File: config.mk
export PLATFORM = sky130hd
export DESIGN_NAME = hcns_hash
export DESIGN_NICKNAME = d
export VERILOG_FILES = /design/src/hw/rtl/hash_consed_node_store_defines.svh /design/src/hw/rtl/hcns_pkg.sv /design/src/hw/rtl/hcns_hash.sv
export SDC_FILE = /design/constraint.sdc
export NUM_CORES = 1
export LEC_CHECK = 0
export BUFFER_PORTS_ARGS = -buffer_cell sky130_fd_sc_hd__buf_2
export CAP_MARGIN = 10
export CORE_MARGIN = 8
export CORE_UTILIZATION = 43
export DETAILED_ROUTE_END_ITERATION = 8
export GPL_TIMING_DRIVEN = 0
export SYNTH_ARGS = -nofsm -noshare
export SYNTH_HDL_FRONTEND = slang
export SYNTH_SLANG_ARGS = --single-unit
File: constraint.sdc
create_clock -name clk -period 5.7 [get_ports clk]
set_input_delay 0.285 -clock clk [delete_from_list [all_inputs] [get_ports clk]]
set_output_delay 0.285 -clock clk [all_outputs]
set_load 0.01 [all_outputs]
File: src/hw/rtl/hash_consed_node_store_defines.svh
// Assertion macros shared by the node store RTL.
// Depends on nothing; users must have clk and rst in scope.
`ifndef HASH_CONSED_NODE_STORE_DEFINES_SVH
`define HASH_CONSED_NODE_STORE_DEFINES_SVH

// Same-cycle implication, disabled in reset.
`define HCNS_ASSERT_NOW(lbl, ante, cons, msg) \
  lbl: assert property (@(posedge clk) disable iff (rst) (ante) |-> (cons)) else $error(msg);

// Next-cycle implication, disabled in reset.
`define HCNS_ASSERT_NEXT(lbl, ante, cons, msg) \
  lbl: assert property (@(posedge clk) disable iff (rst) (ante) |=> (cons)) else $error(msg);

`endif

File: src/hw/rtl/hcns_pkg.sv
// Shared types and constants of the hash-consed node store.
// No dependencies; imported by every module of the block.
`timescale 1ns / 1ps
package hcns_pkg;
  localparam int NODE_CAPACITY_DEF  = 16384;
  localparam int INTERN_ENTRIES_DEF = 4096;
  localparam int KIND_W  = 6;
  localparam int PAY_W   = 32;
  localparam int DEPTH_W = 10;
  localparam int ERR_W   = 3;

  localparam logic [31:0] FNV_MUL = 32'd16777619;
  localparam logic [31:0] SYM_TOP = 32'hFFFF_FFFF;
  localparam logic [DEPTH_W-1:0] DEPTH_LIMIT_RST = 10'd512;

  localparam logic [1:0] OP_MAKE  = 2'd0;
  localparam logic [1:0] OP_FRESH = 2'd1;
  localparam logic [1:0] OP_CLEAR = 2'd2;

  localparam logic [ERR_W-1:0] ERR_NONE    = 3'd0;
  localparam logic [ERR_W-1:0] ERR_KIND    = 3'd1;
  localparam logic [ERR_W-1:0] ERR_MISSING = 3'd2;
  localparam logic [ERR_W-1:0] ERR_HANDLE  = 3'd3;
  localparam logic [ERR_W-1:0] ERR_DEPTH   = 3'd4;
  localparam logic [ERR_W-1:0] ERR_FULL    = 3'd5;
  localparam logic [ERR_W-1:0] ERR_SYMBOL  = 3'd6;

  localparam logic REG_SHARE = 1'b0;
  localparam logic REG_LIMIT = 1'b1;

  typedef struct packed {
    logic load;
    logic step;
  } hash_ctl_t;

  typedef struct packed {
    logic clear;
    logic wr_en;
  } intern_ctl_t;
endpackage

File: src/hw/rtl/hcns_hash.sv
// FNV-style hash unit: one xor-multiply round per step.
// Depends on hcns_pkg.
`timescale 1ns / 1ps
module hcns_hash (
  input  logic               clk,
  input  hcns_pkg::hash_ctl_t ctl,
  input  logic [31:0]        init,
  input  logic [31:0]        value,
  output logic [31:0]        h
);
  import hcns_pkg::*;

  logic [31:0] mixed;

  // fold the next word into the running hash
  assign mixed = h ^ value;

  always_ff @(posedge clk) begin
    if (ctl.load) begin
      h <= init;
    end else if (ctl.step) begin
      h <= mixed * FNV_MUL;
    end
  end
endmodule

======== Yosys cells after proc, flatten, opt, wreduce, memory -nomap -nowiden ========
Index checks and enable logic that the tools add are counted.
storage, ports and cells
  flip-flop bits (word level) ............. 32
operators by class
  bitwise operators ....................... 1
  $mul .................................... 1
  reductions and logical operators ........ 1
  multiplexer cells ....................... 2
operators by type and width
  cell                                                                    count
  32-bit 2-to-1 mux                                                       2
  32-bit by 25-bit multiplier with 32-bit output (second input constant)  1
  32-bit bitwise XOR                                                      1
  2-bit nonzero test                                                      1

======== Logic depth before layout (Yosys ltp) ========
  word-level depth ........................ 4
  gate-level depth with buffers ........... 22
  mapped depth without buffers ............ 22

======== Worst setup path after synthesis ========
Ideal clock, no wire load.
  path kind ............................... register to register
  start ................................... reg h[7]
  end ..................................... reg h[24] (data pin)
  stages on the path, launching flop included .. 21
  data arrival time ....................... 5.293 ns
  buffers on the path ..................... 0
  slack ................................... 0.137 ns
  clock period less this slack ............ 5.563 ns
  data required time ...................... 5.430 ns
  cell sequence ........................... edfxtp_1 -> xnor2_2 -> inv_1 -> ha_1 -> ha_1 -> fa_1 -> ha_1 -> fa_1 -> ha_1 -> inv_1 -> fa_1 -> inv_1 -> ha_1 -> a21o_1 -> a21o_1 -> and2_1 -> o311ai_1 -> a31oi_2 -> or3_1 -> a21oi_1 -> a21oi_1
on the way
  longest elaborated chain between the ends .. 4
ends and longest elaborated chain
  what                                            RTL line         text
  start: declaration                              hcns_hash.sv:9   output logic [31:0] h
  start signal: assignment                        hcns_hash.sv:20  h <= init;
  start signal: assignment                        hcns_hash.sv:22  h <= mixed * FNV_MUL;
  32-bit bitwise XOR                              hcns_hash.sv:16  assign mixed = h ^ value;
  32-bit by 25-bit multiplier with 32-bit output  hcns_hash.sv:22
  32-bit 2-to-1 mux                               hcns_hash.sv:21  end else if (ctl.step) begin
  32-bit 2-to-1 mux                               hcns_hash.sv:19  if (ctl.load) begin
Every way passes these cells. The select of a mux whose other input is x is not followed.
A chain may end at the register's enable or synchronous reset.

======== Worst setup path after layout ========
  start ................................... reg h[7]
  end ..................................... reg h[30] (data pin)
The elaborated chain is that of the path after synthesis.

==> results.yml <==
run_status:
  status: "complete, no violations"
timing:
  drv_slew: 0
  min_period_over_period_pct: 97.7
  finClkSkew_ns: 0.00534
  slew_headroom_pct: 41.1
  timing.final.crit_period_ns: 5.57
  hold_viol: 0
  setup_viol: 0
  fmax_mhz: 180
  worst_pin_slew_ns: 0.884
  finalSetupTns_ns: 0
synthesis:
  ys.flop_type: "edfxtp_1"
  synth_cell_type_count: 47
  synth_compound_area_share_pct: 9.16
  synth_top_family_by_area: "adder cells"
  yosysSeqAreaShare_pct: 13.3
  syn_inst: 750
  ys_top_cells_by_area: "ha_1 (30%), fa_1 (20%), edfxtp_1 (13%)"
  synth_top_area_share_pct: 29.6
  syn_avg_cell_area_sq_um: 9.65
  synth_largest_area_cell: "ha_1"
  syn_area_sq_um: 7240
  synthesis.nets: 1062
  synth_fa_ha_area_share_pct: 50.0
  synth-edff-count: 32
  yosys_warnings: 0
  muxShareOfSynthArea_pct: 0.934
  synth_xor_area_share_pct: 10.9
  async_reset_ff_share_pct: 0
  synth-simple-area-share_pct: 5.71
  ys_seq_elements: 32
floorplanning:
  fp.dieW_um: 146
  die_h_um: 146
  dieArea_sq_um: 21200
  coreArea_sq_um: 16500
  io-pin-count: 99
  rows: 47
  initial_core_util_pct: 43.8
global_route:
  grtUsageTotal_pct: 18.2
  grt_pass1_wl_mm: 30.7
  grt_pass1_vias: 5887
  grt_max_degree: 33
  antenna_found_initial: 0
  overflow: 0
worst_setup_path:
  start_kind: "flip-flop"
  critical_path_required_ns: 5.73
  reg2reg_slack_ns: 0.13
  crit_chain: "xnor2_4 > inv_4 > ha_4 > ha_4 > fa_1 > ha_2 > fa_1 > ha_1 > inv_1 > fa_1 > inv_1 > ha_4 > a21o_1 > a21o_1 > and2_1 > o311ai_4 > buf_4 > a31oi_4 > o21ai_2 > xor2_1 > o21ai_1"
  path_class: "flip-flop to flip-flop"
  worstPathArrival_ns: 5.60
  endpoint_kind: "flip-flop"
  crit_path_max_fanout: 5
  slowest_delay_ns: 0.53
  slowest_stage: "fa_1"
finish:
  syn_to_final_growth_pct: 29.3
  largest_reg_flops: 32
  top_register: "h"
  fillers: 1456
  mostFrequentLayoutCells: "inv_1 (175), ha_1 (143), buf_2 (98), fa_1 (73), buf_4 (51)"
  final_common_cell: "inv_1"
  antenna_cells: 0
  largestRegisters: "h: 32 flops"
  multi_input_area_sq_um: 6370
  nNetsFinal: 1218
  area.sequential_sq_um: 961
  drive_gt1_share_pct: 29.0
  finish.utilization_pct: 56.6
clock_network:
  clk_pin_slew_ns: 0.07
  h-tree-depth: 2
  cts_tree: "done"
  cts_hold_buf: 0
  cts_buffers: 5
  clockRootBuffer: "clkbuf_16"
  cts_max_path_buffers: 2
  clk_latency_ns: 0.30
  cts_sinks: 32
placed_design:
  io_buffers: 97
  gp_congestion: 0.833
  hpwl_mm: 15.8
detailed_routing:
  vias: 5595
  drcViolationCount: 0
  final_antenna_net_count: 0
  via_per_inst: 4.96
  post_drt_wl_per_cell_um: 17.1
  first_iter_violations: 221
  first_pass_iters: 4
  routed_wl_mm: 19.3
worst_hold_path:
  hold_path.class: "input port to flip-flop"
job:
  cap_viol_max_count: 0
## cell families (layout without fill, tap and decap cells)
kind of cell    after synthesis  in the layout
fa+ha+maj                   245            245
buf+inv                     192            349
compound gates              103            103
xor+xnor                     86             86
simple gates                 86             86
flops                        32             32
mux                           6              6
## per-stage QoR
step / area (sq um) / setup WS, ns / instances / hold slack, ns
after floorplan: 7240 / 0.137 / 750 / 0.476
after CTS: 8820 / -0.0207 / 1097 / 0.266
after global placement: 8000 / -0.711 / 1067 / 0.562
after detailed placement: 8000 / -0.732 / 1067 / 0.570
final: 9360 / 0.131 / 1127 / 0.268
after global routing: 9360 / -0.0473 / 1127 / 0.286
## metal layers
metal / routed length, um / GRT usage, %
met2: 9110 / 30.6
met5: 0 / 0
met4: 350 / 4.06
met3: 1100 / 2.71
met1: 8700 / 24.1
## synthesized netlist by cell type, types with 4 or more instances
cell      instances
xor2_1           38
fa_1             74
o21ai_0          28
a31oi_1           4
xnor2_1          45
clkbuf_1          5
a21oi_1          23
a211oi_1          5
nand3_1           4
nor3_1            6
o21ai_1           7
o211ai_1          4
ha_1            171
nand2_1          32
a311oi_1          4
inv_1           185
nor2_1           17
edfxtp_1         32
a21o_1            9
nand2b_1          5
mux2_2            6
and2_1            7
and3_1            4
o21a_1            6
## final cells by class
type | instances | area share [%]
buffer | 7 | 0.294
timing repair buffer | 149 | 9.40
sequential | 32 | 10.3
multi-input combinational | 526 | 68.1
clock inverter | 3 | 0.254
inverter | 185 | 7.45
clock buffer | 5 | 1.34
tap | 220 | 2.94
## critical path: cells and delay by family (launching register included)
| family | cells | cell delay (ns) |
|---|---|---|
| xor gates and xnor gates | 2 | 0.44 |
| adders and majority gates | 8 | 2.71 |
| DFF | 1 | 0.48 |
| and+or+nand+nor | 1 | 0.18 |
| AOI/OAI and AO/OA | 6 | 1.09 |
| buffers and inverters | 4 | 0.39 |
## worst paths after layout
| kind | startpoint | to | depth (start not counted) |
|---|---|---|---|
| hold reg to reg | h[0] | h[0] | 2 |
| hold / removal | init[8] | h[8] | 3 |
| setup reg to reg | h[7] | h[30] | 21 |
| setup / recovery | h[7] | h[30] | 21 |
## repair_timing
item / in CTS / in global routing
endpoints found under the setup margin: 12 / 9
buffers inserted: 22 / 30
gates resized for setup: 67 / 58
pin swaps: 19 / 50
Power is left out: the tool's default activity adds up to more than one toggle a clock period on the data nets, which glitch-free logic cannot reach.
